## src/rtl/x86alu_pkg.sv

```systemverilog
// types, constants and helper functions of the x86 alu execute unit
// no dependencies; used by the top level and by the testbench
package x86alu_pkg;

  // register file geometry
  localparam int unsigned RegWidth = 16;
  localparam int unsigned NumRegs  = 8;
  localparam int unsigned RegIdxW  = 3;

  // instruction kinds
  typedef enum logic [3:0] {
    KIND_ADD = 4'd0,
    KIND_OR  = 4'd1,
    KIND_ADC = 4'd2,
    KIND_SBB = 4'd3,
    KIND_AND = 4'd4,
    KIND_SUB = 4'd5,
    KIND_XOR = 4'd6,
    KIND_CMP = 4'd7,
    KIND_MOV = 4'd8
  } kind_e;

  // flag positions in the flags word
  localparam int unsigned FlagCfBit = 0;
  localparam int unsigned FlagPfBit = 2;
  localparam int unsigned FlagAfBit = 4;
  localparam int unsigned FlagZfBit = 6;
  localparam int unsigned FlagSfBit = 7;
  localparam int unsigned FlagOfBit = 11;

  typedef struct packed {
    logic of_f;
    logic sf;
    logic zf;
    logic af;
    logic pf;
    logic cf;
  } flags_t;

  // pack the status flags into the architectural flags word
  function automatic logic [RegWidth-1:0] flags_to_word(flags_t f);
    logic [RegWidth-1:0] w;
    w            = '0;
    w[FlagCfBit] = f.cf;
    w[FlagPfBit] = f.pf;
    w[FlagAfBit] = f.af;
    w[FlagZfBit] = f.zf;
    w[FlagSfBit] = f.sf;
    w[FlagOfBit] = f.of_f;
    return w;
  endfunction

  // register file entry addressed by a register code; byte codes 4-7 map to 0-3
  function automatic logic [RegIdxW-1:0] reg_index(logic [RegIdxW-1:0] code, logic word);
    return word ? code : {1'b0, code[RegIdxW-2:0]};
  endfunction

  // operand view of an entry: whole word, or low/high byte zero-extended
  function automatic logic [RegWidth-1:0] reg_view(logic [RegWidth-1:0] ent,
                                                   logic [RegIdxW-1:0] code, logic word);
    logic [RegWidth-1:0] v;
    if (word) begin
      v = ent;
    end else if (code[RegIdxW-1]) begin
      v = {8'h00, ent[15:8]};
    end else begin
      v = {8'h00, ent[7:0]};
    end
    return v;
  endfunction

  // merge a result into an entry at the width and half given by the code
  function automatic logic [RegWidth-1:0] reg_merge(logic [RegWidth-1:0] ent,
                                                    logic [RegWidth-1:0] val,
                                                    logic [RegIdxW-1:0] code, logic word);
    logic [RegWidth-1:0] m;
    if (word) begin
      m = val;
    end else if (code[RegIdxW-1]) begin
      m = {val[7:0], ent[7:0]};
    end else begin
      m = {ent[15:8], val[7:0]};
    end
    return m;
  endfunction

endpackage

```

## src/rtl/x86alu_ram.sv

```systemverilog
// generic ram: one write port, two read ports with registered read data
// depends on nothing; the depth sets the address width
module x86alu_ram #(
  parameter int unsigned Width = 16,
  parameter int unsigned Depth = 8,
  localparam int unsigned AddrW = (Depth > 1) ? $clog2(Depth) : 1
) (
  input  logic             clk_i,
  input  logic             we_i,
  input  logic [AddrW-1:0] waddr_i,
  input  logic [Width-1:0] wdata_i,
  input  logic             re_i,
  input  logic [AddrW-1:0] raddr_a_i,
  input  logic [AddrW-1:0] raddr_b_i,
  output logic [Width-1:0] rdata_a_o,
  output logic [Width-1:0] rdata_b_o
);

  logic [Width-1:0] mem_q [Depth];

  // write port
  always_ff @(posedge clk_i) begin
    if (we_i) begin
      mem_q[waddr_i] <= wdata_i;
    end
  end

  // read ports, data held while no read is issued
  always_ff @(posedge clk_i) begin
    if (re_i) begin
      rdata_a_o <= mem_q[raddr_a_i];
      rdata_b_o <= mem_q[raddr_b_i];
    end
  end

endmodule

```

## src/rtl/x86_16bit_alu_register_execute_unit.sv

```systemverilog
// Executes one 16-bit x86-style register/immediate ALU instruction per request and
// returns the old and new destination value with the flags word. A request is taken
// every cycle while the result side keeps up; a result passes through the register
// file read, then execute into the output register, before it appears.
// The register file sits in a two-read-port RAM read in the accept cycle; a one-entry
// write-back bypass covers a request that uses the register written by the one
// just ahead of it, so dependent instructions also run back to back. Per-entry valid
// bits make the register file read as zero after reset, with no clearing pass.
// stall_o rises only while a finished result is held by stall_i and another request
// already waits in the execute stage.
// depends on x86alu_pkg and x86alu_ram
module x86_16bit_alu_register_execute_unit (
  input  logic        clk_i,
  input  logic        rst_ni,
  input  logic        valid_i,
  output logic        stall_o,
  input  logic [3:0]  kind_i,
  input  logic        word_size_i,
  input  logic [2:0]  dest_reg_i,
  input  logic        src_is_imm_i,
  input  logic [2:0]  src_reg_i,
  input  logic [15:0] immediate_i,
  output logic        valid_o,
  input  logic        stall_i,
  output logic [15:0] dest_before_o,
  output logic [15:0] dest_after_o,
  output logic [15:0] flag_word_o
);

  localparam int unsigned W  = x86alu_pkg::RegWidth;
  localparam int unsigned IW = x86alu_pkg::RegIdxW;

  // handshake and stage control
  logic accept, advance, retire;
  logic s1_valid_q, s1_valid_d;
  logic out_valid_q, out_valid_d;

  assign advance = !out_valid_q || !stall_i;
  assign stall_o = s1_valid_q && !advance;
  assign accept  = valid_i && !stall_o;
  assign retire  = s1_valid_q && advance;

  // execute stage request registers
  logic [3:0]    s1_kind_q;
  logic          s1_word_q;
  logic [IW-1:0] s1_dest_q;
  logic          s1_src_imm_q;
  logic [IW-1:0] s1_src_q;
  logic [W-1:0]  s1_imm_q;

  always_ff @(posedge clk_i) begin
    if (accept) begin
      s1_kind_q    <= kind_i;
      s1_word_q    <= word_size_i;
      s1_dest_q    <= dest_reg_i;
      s1_src_imm_q <= src_is_imm_i;
      s1_src_q     <= src_reg_i;
      s1_imm_q     <= immediate_i;
    end
  end

  // register file ram
  logic          ram_we;
  logic [IW-1:0] ram_waddr;
  logic [W-1:0]  ram_wdata;
  logic [W-1:0]  rd_dest, rd_src;

  x86alu_ram #(
    .Width (x86alu_pkg::RegWidth),
    .Depth (x86alu_pkg::NumRegs)
  ) u_regfile (
    .clk_i     (clk_i),
    .we_i      (ram_we),
    .waddr_i   (ram_waddr),
    .wdata_i   (ram_wdata),
    .re_i      (accept),
    .raddr_a_i (x86alu_pkg::reg_index(dest_reg_i, word_size_i)),
    .raddr_b_i (x86alu_pkg::reg_index(src_reg_i, word_size_i)),
    .rdata_a_o (rd_dest),
    .rdata_b_o (rd_src)
  );

  // entry valid bits, last write-back for the bypass, flags
  logic [x86alu_pkg::NumRegs-1:0] ent_valid_q;
  logic                           wb_valid_q;
  logic [IW-1:0]                  wb_idx_q;
  logic [W-1:0]                   wb_data_q;
  x86alu_pkg::flags_t             flags_q, flags_d;
  logic                           flags_upd;

  // operand fetch with bypass of the write made in the accept cycle
  logic [IW-1:0] dest_idx, src_idx;
  logic [W-1:0]  dest_ent, src_ent;

  always_comb begin
    dest_idx = x86alu_pkg::reg_index(s1_dest_q, s1_word_q);
    src_idx  = x86alu_pkg::reg_index(s1_src_q, s1_word_q);
    if (wb_valid_q && (wb_idx_q == dest_idx)) begin
      dest_ent = wb_data_q;
    end else begin
      dest_ent = ent_valid_q[dest_idx] ? rd_dest : '0;
    end
    if (wb_valid_q && (wb_idx_q == src_idx)) begin
      src_ent = wb_data_q;
    end else begin
      src_ent = ent_valid_q[src_idx] ? rd_src : '0;
    end
  end

  // alu and flag logic
  logic [W-1:0] l_op, s_op, t_res, new_val, x_bits;
  logic [W:0]   r_res, sum_res, diff_res;
  logic         is_add, is_sub, use_cin, cin, do_write, msb_sel;
  logic         of_add, of_sub;

  always_comb begin
    l_op = x86alu_pkg::reg_view(dest_ent, s1_dest_q, s1_word_q);
    if (s1_src_imm_q) begin
      s_op = s1_word_q ? s1_imm_q : {8'h00, s1_imm_q[7:0]};
    end else begin
      s_op = x86alu_pkg::reg_view(src_ent, s1_src_q, s1_word_q);
    end

    is_add    = 1'b0;
    is_sub    = 1'b0;
    use_cin   = 1'b0;
    do_write  = 1'b0;
    flags_upd = 1'b0;
    r_res     = '0;
    unique case (s1_kind_q)
      x86alu_pkg::KIND_ADD: begin
        is_add = 1'b1; do_write = 1'b1; flags_upd = 1'b1;
      end
      x86alu_pkg::KIND_ADC: begin
        is_add = 1'b1; use_cin = 1'b1; do_write = 1'b1; flags_upd = 1'b1;
      end
      x86alu_pkg::KIND_SUB: begin
        is_sub = 1'b1; do_write = 1'b1; flags_upd = 1'b1;
      end
      x86alu_pkg::KIND_SBB: begin
        is_sub = 1'b1; use_cin = 1'b1; do_write = 1'b1; flags_upd = 1'b1;
      end
      x86alu_pkg::KIND_CMP: begin
        is_sub = 1'b1; flags_upd = 1'b1;
      end
      x86alu_pkg::KIND_OR: begin
        r_res = {1'b0, l_op | s_op}; do_write = 1'b1; flags_upd = 1'b1;
      end
      x86alu_pkg::KIND_AND: begin
        r_res = {1'b0, l_op & s_op}; do_write = 1'b1; flags_upd = 1'b1;
      end
      x86alu_pkg::KIND_XOR: begin
        r_res = {1'b0, l_op ^ s_op}; do_write = 1'b1; flags_upd = 1'b1;
      end
      x86alu_pkg::KIND_MOV: begin
        do_write = 1'b1;
      end
      // unused codes leave registers and flags alone
      default: begin
      end
    endcase

    cin      = use_cin && flags_q.cf;
    sum_res  = {1'b0, l_op} + {1'b0, s_op} + {{W{1'b0}}, cin};
    diff_res = {1'b0, l_op} - {1'b0, s_op} - {{W{1'b0}}, cin};
    if (is_add) begin
      r_res = sum_res;
    end else if (is_sub) begin
      r_res = diff_res;
    end

    t_res   = s1_word_q ? r_res[W-1:0] : {8'h00, r_res[7:0]};
    msb_sel = s1_word_q;
    x_bits  = l_op ^ s_op ^ r_res[W-1:0];
    of_add  = msb_sel ? ((l_op[15] ^ r_res[15]) & (s_op[15] ^ r_res[15]))
                      : ((l_op[7] ^ r_res[7]) & (s_op[7] ^ r_res[7]));
    of_sub  = msb_sel ? ((l_op[15] ^ s_op[15]) & (l_op[15] ^ r_res[15]))
                      : ((l_op[7] ^ s_op[7]) & (l_op[7] ^ r_res[7]));

    flags_d = flags_q;
    if (flags_upd) begin
      flags_d.cf   = s1_word_q ? r_res[16] : r_res[8];
      flags_d.pf   = ~^t_res[7:0];
      flags_d.zf   = (t_res == '0);
      flags_d.sf   = s1_word_q ? t_res[15] : t_res[7];
      flags_d.af   = (is_add || is_sub) && x_bits[4];
      flags_d.of_f = (is_add && of_add) || (is_sub && of_sub);
    end

    // destination value after the instruction
    if (s1_kind_q == x86alu_pkg::KIND_MOV) begin
      new_val = s_op;
    end else if (do_write) begin
      new_val = t_res;
    end else begin
      new_val = l_op;
    end
  end

  // write-back into the register file
  assign ram_we    = retire && do_write;
  assign ram_waddr = dest_idx;
  assign ram_wdata = x86alu_pkg::reg_merge(dest_ent, new_val, s1_dest_q, s1_word_q);

  always_comb begin
    s1_valid_d = accept ? 1'b1 : (advance ? 1'b0 : s1_valid_q);
    out_valid_d = advance ? s1_valid_q : out_valid_q;
  end

  // control state
  always_ff @(posedge clk_i or negedge rst_ni) begin
    if (!rst_ni) begin
      s1_valid_q  <= 1'b0;
      out_valid_q <= 1'b0;
      ent_valid_q <= '0;
      wb_valid_q  <= 1'b0;
      flags_q     <= '0;
    end else begin
      s1_valid_q  <= s1_valid_d;
      out_valid_q <= out_valid_d;
      if (ram_we) begin
        ent_valid_q[ram_waddr] <= 1'b1;
        wb_valid_q             <= 1'b1;
      end
      if (retire) begin
        flags_q <= flags_d;
      end
    end
  end

  // bypass payload
  always_ff @(posedge clk_i) begin
    if (ram_we) begin
      wb_idx_q  <= ram_waddr;
      wb_data_q <= ram_wdata;
    end
  end

  // output register
  logic [W-1:0] old_q, new_q, flagw_q;

  always_ff @(posedge clk_i) begin
    if (retire) begin
      old_q   <= l_op;
      new_q   <= new_val;
      flagw_q <= x86alu_pkg::flags_to_word(flags_d);
    end
  end

  assign valid_o       = out_valid_q;
  assign dest_before_o = old_q;
  assign dest_after_o  = new_q;
  assign flag_word_o   = flagw_q;

endmodule

```

## config.mk

```make
export PLATFORM = sky130hd
export DESIGN_NAME = x86_16bit_alu_register_execute_unit
export DESIGN_NICKNAME = d
export VERILOG_FILES = /design/src/rtl/x86alu_pkg.sv /design/src/rtl/x86alu_ram.sv /design/src/rtl/x86_16bit_alu_register_execute_unit.sv
export SDC_FILE = /design/constraint.sdc
export NUM_CORES = 1
export LEC_CHECK = 0
export ABC_CLOCK_PERIOD_IN_PS = 6900
export BUFFER_PORTS_ARGS = -buffer_cell sky130_fd_sc_hd__buf_4
export CELL_PAD_IN_SITES_DETAIL_PLACEMENT = 0
export CELL_PAD_IN_SITES_GLOBAL_PLACEMENT = 2
export CORE_ASPECT_RATIO = 1.25
export CORE_MARGIN = 2
export CORE_UTILIZATION = 44
export DETAILED_ROUTE_END_ITERATION = 12
export PLACE_DENSITY = 0.89
export SLEW_MARGIN = 20
export SYNTH_ARGS = -nofsm -noshare
export SYNTH_HDL_FRONTEND = slang
export SYNTH_SLANG_ARGS = --single-unit
export TNS_END_PERCENT = 20
```

## constraint.sdc

```tcl
create_clock -name clk_i -period 6.9 [get_ports clk_i]
set_clock_uncertainty 0.15 [all_clocks]
set_input_delay 0.69 -clock clk_i [delete_from_list [all_inputs] [get_ports clk_i]]
set_output_delay 0.69 -clock clk_i [all_outputs]
set_load 0.005 [all_outputs]
```

==> results_dict.tcl, run 1 <==
set metrics [dict create \
    core-area_um2 32680 \
    final_nets 1305 \
    synth_xor_area_frac 0.01500 \
    track_usage 0.2321 \
    fin_crit_ns 6.468 \
    dpl.hpwl_um 29290 \
    instances_no_fill 1641 \
    ant_nets 0 \
    reg2reg_slack_ns 0.43 \
    antenna_cells 0 \
    ios 82 \
    synth-compound-area-share 0.1255 \
    cts_resized 0 \
    slew_violations 0 \
    min_path_cells 1 \
    clkLatencyLatePin_ns 0.55 \
    r2r_start "s1_src_q[0]" \
    synth_top_cell_by_area "edfxtp_1" \
    grt_pass1_vias 9999 \
    finalInstanceArea_um2 16600 \
    total_power_uw 4753 \
    synth_edf_count 245 \
    grt_max_degree 61 \
    p_per_area_nw_per_um2 286.3 \
    wirelength_um 40550 \
    r2r_end "flag_word_o[6]" \
    grt_setup_unrepaired "no" \
    postSynthAreaPerCell_um2 13.03 \
    drc 0 \
    root_buffer "clkbuf_16" \
    cp.arrival_ns 6.67 \
    synth_top_area_share 0.5039 \
    post_dp_cell_area_um2 15740 \
    yosysUniqueCellTypes 76 \
    cts_tree "built" \
    critical_path_class "reg2reg" \
    grt_pass1_wl_um 61270 \
    synth-simple-area-share 0.08039 \
    layout-drive-gt1-share 0.2265 \
    status "finished, final reports clean" \
    synth_common_cells "edfxtp_1 (245), nand2_1 (79), nor2_1 (79)" \
    gp_congestion 0.9322 \
    power.leakage_uw 0.006228 \
    synth-main-ff-cell "edfxtp_1" \
    synth_area_um2 14600 \
    synthMuxAreaShare 0.1474 \
    clock_sinks 262 \
    critPathCaptureType "register" \
    maxCapViolCount 0 \
    synth-seq-area-share 0.5331 \
    fp.dieW_um 166.9 \
    clk_pin_slew_ns 0.06 \
    area_growth_pct 13.71 \
    synth_top_family_by_area "multiplexers" \
    hp-class "in2reg" \
    cp_data_required_time_ns 7.10 \
    syn_inst 1120 \
    synthAdderAreaFrac 0.06034 \
    min_from "immediate_i[4]" \
    holdPathEnd "s1_imm_q[4]" \
    n_fill_cell 2825 \
    routedWlPerCell_um 24.71 \
    routed-via-count 9911 \
    reg2reg_depth 20 \
    routed_via_density 6.040 \
    cts_buffers 27 \
    ctsHtreeMaxLevel 1 \
    ys_top_cells_by_area "edfxtp_1 (50%), mux4_2 (10%), ha_1 (5.5%), dfrtp_1 (2.9%), mux2_2 (2.6%)" \
    fp.dieH_um 207.7 \
    ir_drop_uv 221.7 \
    grt.overflow.total 0 \
    clock_path_buffers 3 \
    die_area_um2 34660 \
    setup_viol 0 \
    startpoint_type "register" \
    worst_pin_slew_ns 1.065 \
    placed_cells 1593 \
    io_buffers 71 \
    fin_setup_tns_ns 0 \
    slew_headroom 0.2886 \
    rows 74 \
    drt_iter0_drc 933 \
    crit_fanout 11 \
    synth_most_common_cell "edfxtp_1" \
    clock.fmax_mhz 154.6 \
    antenna_found_initial 0 \
    synth_warnings 0 \
    synthArstFlopShare 0.06489 \
    initial_core_util 0.4467 \
    hold_viol_final 0 \
    layout_worst_path_cycle_share 0.9373 \
    drt_pass1_iterations 5 \
    synth-seq-cells 262 \
]
## what timing repair did
action / 4_1_cts / 5_1_grt
setup buffers: 0 / 0
endpoints found under the setup margin: 0 / 0
endpoints found under the hold margin: 17 / 0
hold buffers: 1 / 0
## worst max-delay path by stage
stage	start	end	slack [ns]	depth (start not counted)
after floorplan	s1_dest_q[2]	flags_q[3]	1.24	22
after global placement	s1_src_q[0]	u_regfile.mem_q[6][15]	0.62	19
after detailed placement	msb_sel	u_regfile.mem_q[2][15]	0.53	19
after CTS	msb_sel	flag_word_o[6]	0.50	21
after global routing	msb_sel	flag_word_o[6]	0.05	21
final	s1_src_q[0]	flag_word_o[6]	0.43	20
## flip-flops by register name, summed over array words and instances, names as in the netlist
register / cells
u_regfile.mem_q: 128
dest_after_o: 16
dest_before_o: 16
s1_imm_q: 16
u_regfile.rdata_a_o: 16
u_regfile.rdata_b_o: 16
wb_data_q: 16
ent_valid_q: 8
flag_word_o: 6
flags_q: 6
s1_kind_q: 4
s1_dest_q: 3
s1_src_q: 3
wb_idx_q: 3
msb_sel: 1
s1_src_imm_q: 1
s1_valid_q: 1
valid_o: 1
wb_valid_q: 1
## worst max-delay path, cell delays in order (launching register included)
cell and delay, ns:
edfxtp_1 0.43, mux4_2 0.53, nor2b_1 0.15, a32o_1 0.38, a22o_1 0.30, nor2_1 0.29
nor3_1 0.09, a21oi_1 0.25, inv_1 0.11, ha_1 0.33, ha_1 0.37, o211ai_1 0.15
o21ai_1 0.57, xor2_1 0.14, a2111oi_1 0.62, ha_1 0.24, nand4_1 0.15, a211oi_1 0.20
nand3_1 0.11, or4_4 0.45, o31ai_1 0.26
## report_power, final
part           internal [uW]  switching (uW)  total (uW)
combinational            517             817        1330
sequential              1930            61.6        1990
clock                    830             601        1430
total                   3270            1480        4750
## per-layer routing
metal / global-route usage / vias up / part of all wire / wire length (um)
met5: 0 / - / 0 / 0
met4: 0.1109 / 0 / 0.049 / 1969
met3: 0.03031 / 88 / 0.047 / 1917
met2: 0.4093 / 324 / 0.52 / 21020
met1: 0.2809 / 5005 / 0.39 / 15640
li1: - / 4494 / - / -
## area by class of cell
class | instances | area [um^2] | share of cell area
inverter | 71 | 266.5 | 0.01605
clock buffer | 32 | 694.4 | 0.04183
clock inverter | 15 | 157.7 | 0.009497
timing repair buffer | 112 | 843.3 | 0.05080
tap | 418 | 523.0 | 0.03150
multi-input combinational | 731 | 6334 | 0.3815
sequential | 262 | 7782 | 0.4688
## cells by family after synthesis
logic type | count (synthesis)
other | 1
buffers and inverters | 136
multiplexers | 127
adder cells (fa/ha/maj) | 68
XOR/XNOR | 25
flip-flops | 262
AO/OA/AOI/OAI | 249
AND/OR/NAND/NOR | 252
## placed cells by master, fill, tap and decap left out, types with 11 or more instances in the layout
cell type    n
a22o_1      21
mux2_2      34
xnor2_1     16
inv_1       70
nor2_1      79
buf_4      111
clkbuf_16   27
or2_2       11
ha_1        64
edfxtp_1   245
a21oi_1     48
o31ai_1     11
nand2_1     79
o21ai_0     28
a211oi_1    17
nor3_1      11
dfrtp_1     17
nand3_1     14
mux4_2      67
mux2i_1     26
nand2b_1    16
a221oi_1    13
## stage by stage
| step | utilization | hold slack, ns | setup slack [ns] |
|---|---|---|---|
| after floorplan | - | 0.2444 | 1.243 |
| after global placement | 0.4815 | 0.3200 | 0.6187 |
| after detailed placement | 0.4815 | 0.3337 | 0.5279 |
| after CTS | 0.5079 | 0.1445 | 0.5034 |
| after global routing | 0.5079 | 0.1480 | 0.05089 |
| final | 0.5079 | 0.1695 | 0.4324 |
No activity file was read; power rests on OpenSTA's default activity.
==> run 2: changes to the inputs <==
ABC_CLOCK_PERIOD_IN_PS = 5800   (was 6900)
CORE_UTILIZATION = 39   (was 44)
PLACE_DENSITY = 0.84   (was 0.89)
SLEW_MARGIN = 30   (was 20)
clock period = 5.8 ns   (was 6.9 ns; I/O delays follow)
==> results_dict.tcl, run 2 (same netlist as run 1, synthesis figures left out) <==
set metrics [dict create \
    hold_viol_final 0 \
    core-area_um2 37070 \
    grt_setup_unrepaired "yes" \
    gp_congestion 0.8742 \
    cp.arrival_ns 5.75 \
    ctsHtreeMaxLevel 1 \
    ir_drop_uv 202.7 \
    slew_headroom 0.3484 \
    antenna_cells 0 \
    critPathMaxStageDelay_ns 0.52 \
    root_buffer "clkbuf_16" \
    cts_buffers 25 \
    critical_path.top_delay_family "compound AO/OA/AOI/OAI gates" \
    layout_commonest_cell "edfxtp_1" \
    antenna_found_initial 0 \
    die_area_um2 39010 \
    routedWlPerCell_um 24.06 \
    status "finished, final reports clean" \
    cpMostUsedCell "buf_4" \
    cp_slowest_cell "mux4_2" \
    path_buf_inv 5 \
    met1_usage 0.2512 \
    fp.dieH_um 220.3 \
    final_cell_mix "edfxtp_1 (245), buf_4 (180), nand2_1 (77), nor2_1 (77), inv_1 (69)" \
    clock_path_buffers 3 \
    setup_viol 0 \
    finish.utilization 0.4691 \
    io_buffers 71 \
    clkLatencyLatePin_ns 0.54 \
    fin_crit_ns 5.624 \
    top_register "u_regfile.mem_q" \
    final_nets 1373 \
    layout-drive-gt1-share 0.3023 \
    clock.fmax_mhz 177.8 \
    routed-via-count 10200 \
    fp.dieW_um 177.1 \
    wirelength_um 42720 \
    rows 79 \
    clock_sinks 262 \
    whs_ns 0.06483 \
    cts_tree "built" \
    area_growth_pct 19.11 \
    p_per_area_nw_per_um2 334.2 \
    clk_pin_slew_ns 0.07 \
    drt_iter0_drc 861 \
    grt.busiest_layer "met2" \
    grt_pass1_wl_um 63050 \
    startpoint_type "register" \
    dp_slack_ns -0.1895 \
    critPathCaptureType "register" \
    hp-class "in2reg" \
    crit_fanout 10 \
    total_power_uw 5812 \
    layout_worst_path_cycle_share 0.9696 \
    fin_ws_ns 0.1763 \
    routed_via_density 5.740 \
    dpl.hpwl_um 31320 \
    power.leakage_uw 0.006602 \
    grt_util_met3 0.02010 \
    worst_pin_slew_ns 0.9738 \
    fin_setup_tns_ns 0 \
    grt_pass1_vias 10300 \
    initial_core_util 0.3939 \
    cp_data_required_time_ns 5.93 \
    crit_path_cell_trace "mux4_2, nor2b_1, a32o_1, buf_4, a22o_1, o211ai_1, inv_1, ha_1, inv_1, ha_1, nand2_1, a2111oi_1, o21bai_1, o2111ai_1, o211ai_1, nor3_4, a21oi_1, buf_4, a31oi_1, buf_4, nand2_1" \
    grt_max_degree 61 \
    ant_nets 0 \
    slew_violations 0 \
    grt.overflow.total 0 \
    met2_usage 0.4060 \
    largest_reg_flops 128 \
    track_usage 0.2191 \
    drc 0 \
    ios 82 \
    drt_pass1_iterations 5 \
    maxCapViolCount 0 \
    critical_path_class "reg2reg" \
]
-- run 2: power by group --
| part | internal (uW) | switching (uW) |
|---|---|---|
| Clock | 935 | 681 |
| Combinational | 771 | 1060 |
| Sequential | 2290 | 71.3 |
-- run 2: worst paths after layout --
kind                             start        endpoint  slack (ns)  depth (start not counted)
setup / recovery           s1_src_q[0]  flag_word_o[7]        0.18                         21
hold / removal               kind_i[2]    s1_kind_q[2]        0.06                          1
setup reg to reg           s1_src_q[0]  flag_word_o[7]        0.18                         21
hold reg to reg             s1_valid_q         valid_o        0.34                          1
max in group asynchronous       rst_ni      flags_q[4]        4.93                          2
min in group asynchronous       rst_ni      flags_q[3]        0.32                          2
-- run 2: layer usage --
layer  wire length (um)  share of wire
met4               2284          0.053
met3               1924          0.045
met1              15810           0.37
met5                  0              0
met2              22710           0.53
-- run 2: per-stage QoR --
step | instance area [um^2] | instances
5_1_grt | 17390 | 1776
6_report | 17390 | 1776
2_1_floorplan | 14630 | 1129
4_1_cts | 17220 | 1774
3_3_place_gp | 16330 | 1729
3_5_place_dp | 16340 | 1729
-- run 2: timing repair --
item                                    CTS  global route
cloned                                    0             0
pin swaps                                 1             3
hold buffers                              1             0
endpoints found under the hold margin    17             0
buffers inserted                          0             2
resized for setup                        13            37
endpoints found under the setup margin   22           107
-- run 2: worst register-to-register path: stages, from the launching register on --
cell,delay (ns)
edfxtp_1,0.43
mux4_2,0.53
nor2b_1,0.14
a32o_1,0.28
buf_4,0.20
a22o_1,0.25
o211ai_1,0.34
inv_1,0.14
ha_1,0.41
inv_1,0.08
ha_1,0.38
nand2_1,0.10
a2111oi_1,0.36
o21bai_1,0.15
o2111ai_1,0.13
o211ai_1,0.17
nor3_4,0.28
a21oi_1,0.15
buf_4,0.18
a31oi_1,0.30
buf_4,0.18
nand2_1,0.05
-- run 2: area by class of cell --
| type | count | area [um^2] |
|---|---|---|
| multi-input cells | 731 | 6546 |
| clock inverters | 11 | 116.4 |
| inverters | 71 | 266.5 |
| flip-flops and latches | 262 | 7782 |
| fillers | 3310 | 19680 |
| clock buffers | 33 | 696.9 |
| well taps | 486 | 608.1 |
| repair buffers | 182 | 1373 |
==> run 3: changes to the inputs <==
MAX_ROUTING_LAYER = met4   (was unset)
==> results_dict.tcl, run 3 (same netlist as run 1, synthesis figures left out) <==
set metrics [dict create \
    status "finished, final reports clean" \
    critPathMaxStageDelay_ns 0.50 \
    root_buffer "clkbuf_16" \
    grt_util_met3 0.02285 \
    path_buf_inv 1 \
    core-area_um2 37070 \
    grt_pass1_vias 10310 \
    crit_fanout 7 \
    fin_ws_ns 0.1268 \
    gp_congestion 0.9039 \
    worst_pin_slew_ns 0.8369 \
    cts_tree "built" \
    cp_slowest_cell "mux4_2" \
    clockPowerShare 0.269 \
    drt_iter0_drc 748 \
    clock_sinks 262 \
    ant_nets 0 \
    track_usage 0.2263 \
    grt.busiest_layer "met2" \
    ios 82 \
    slew_headroom 0.4420 \
    startpoint_type "register" \
    critical_path_class "reg2reg" \
    hp-class "in2reg" \
    fp.dieW_um 177.1 \
    antenna_cells 0 \
    rows 79 \
    drt_pass1_iterations 5 \
    crit_path_cell_trace "mux4_2, nor2b_1, a32o_2, buf_4, a221oi_1, o31ai_1, ha_1, ha_1, a21o_1, a31o_2, a21oi_2, xor2_1, o221ai_2, a211oi_2, ha_2, nand4_1, a211oi_2, nand3_1, or4_4, o41ai_2" \
    routedWlPerCell_um 23.98 \
    die_area_um2 39010 \
    layout_commonest_cell "edfxtp_1" \
    final_cell_mix "edfxtp_1 (245), buf_4 (189), nand2_1 (77), nor2_1 (76), inv_1 (68)" \
    seq_power_share 0.407 \
    p_per_area_nw_per_um2 331.6 \
    setup_viol 0 \
    slew_violations 0 \
    met1_usage 0.2599 \
    top_register "u_regfile.mem_q" \
    cp.arrival_ns 5.95 \
    routed-via-count 10180 \
    grt_setup_unrepaired "yes" \
    critPathCaptureType "register" \
    antenna_found_initial 0 \
    finish.utilization 0.4724 \
    clock_path_buffers 3 \
    initial_core_util 0.3939 \
    io_buffers 71 \
    clock.fmax_mhz 176.3 \
    grt_pass1_wl_um 63340 \
    clkLatencyLatePin_ns 0.54 \
    cts_buffers 27 \
    fp.dieH_um 220.3 \
    met2_usage 0.4058 \
    layout_worst_path_cycle_share 0.9781 \
    ir_drop_uv 208.3 \
    area_growth_pct 19.94 \
    fin_crit_ns 5.673 \
    ctsHtreeMaxLevel 1 \
    power.leakage_uw 0.006648 \
    share_comb_of_total_power 0.324 \
    maxCapViolCount 0 \
    drc 0 \
    power.net_switching_uw 1860 \
    cp_data_required_time_ns 6.08 \
    grt.overflow.total 0 \
    final_nets 1387 \
    routed_via_density 5.682 \
    dp_slack_ns -0.3234 \
    hold_viol_final 0 \
    grt_max_degree 61 \
    whs_ns 0.06371 \
    swShare 0.3202 \
    dpl.hpwl_um 31370 \
    wirelength_um 42980 \
    critical_path.top_delay_family "compound AO/OA/AOI/OAI gates" \
    largest_reg_flops 128 \
    clk_pin_slew_ns 0.06 \
    p_int_uw 3948 \
    layout-drive-gt1-share 0.3086 \
]
## run 3: per-layer routing
metal	wire [um]	vias to the layer above	share of wire
met2	22870	301	0.53
met4	1764	0	0.041
met1	16700	5140	0.39
met5	0	-	0
met3	1643	88	0.038
li1	-	4654	-
## run 3: per-stage QoR
stage | total power [uW] | instance area, um^2 | std cells | setup TNS, ns
after floorplan | 3431 | 14630 | 1129 | 0
after global placement | 4143 | 16380 | 1734 | -4.806
after detailed placement | 4158 | 16400 | 1734 | -4.674
after CTS | 5747 | 17230 | 1783 | 0
after global routing | 6085 | 17510 | 1792 | -0.9369
final | 5807 | 17510 | 1792 | 0
## run 3: area by class of cell
cell class / instances / area (um^2)
clock buffers: 34 / 701.9
clock inverters: 14 / 78.83
fillers: 3305 / 19560
inverters: 71 / 267.8
multi-input cells: 731 / 6595
flip-flops and latches: 262 / 7782
well taps: 486 / 608.1
repair buffers: 194 / 1476
## run 3: what timing repair did
item | in CTS | in global routing
setup endpoints to repair | 23 | 108
gates cloned | 0 | 1
buffers inserted | 0 | 8
hold buffers | 1 | 0
endpoints found under the hold margin | 17 | 0
gates resized for setup | 11 | 45
pin swaps | 1 | 14
## run 3: worst register-to-register path, delay by kind of cell (launching register included)
kind / cells / cell delay, ns
buffers and inverters: 1 / 0.18
adders and majority gates: 3 / 0.88
xor gates and xnor gates: 1 / 0.20
and+or+nand+nor: 4 / 0.87
AOI/OAI and AO/OA: 10 / 2.36
muxes: 1 / 0.50
DFF: 1 / 0.41
## run 3: worst paths after layout
path,start,to,slack (ns),cells past startpoint
worst max-delay path,s1_src_q[0],flags_q[3],0.13,20
worst min-delay path,kind_i[1],s1_kind_q[1],0.06,1
worst max register to register,s1_src_q[0],flags_q[3],0.13,20
worst min register to register,s1_valid_q,valid_o,0.33,1
max in group asynchronous,rst_ni,flags_q[3],4.93,2
min in group asynchronous,rst_ni,ent_valid_q[6],0.33,2
## run 3: power by group through the flow
stage / sequential, uW / combinational (uW) / clock, uW
after floorplan: 2370 / 1060 / 0
after global placement: 2400 / 1750 / 0
after detailed placement: 2400 / 1760 / 0
after CTS: 2360 / 1780 / 1600
after global routing: 2380 / 2040 / 1670
final: 2360 / 1880 / 1560
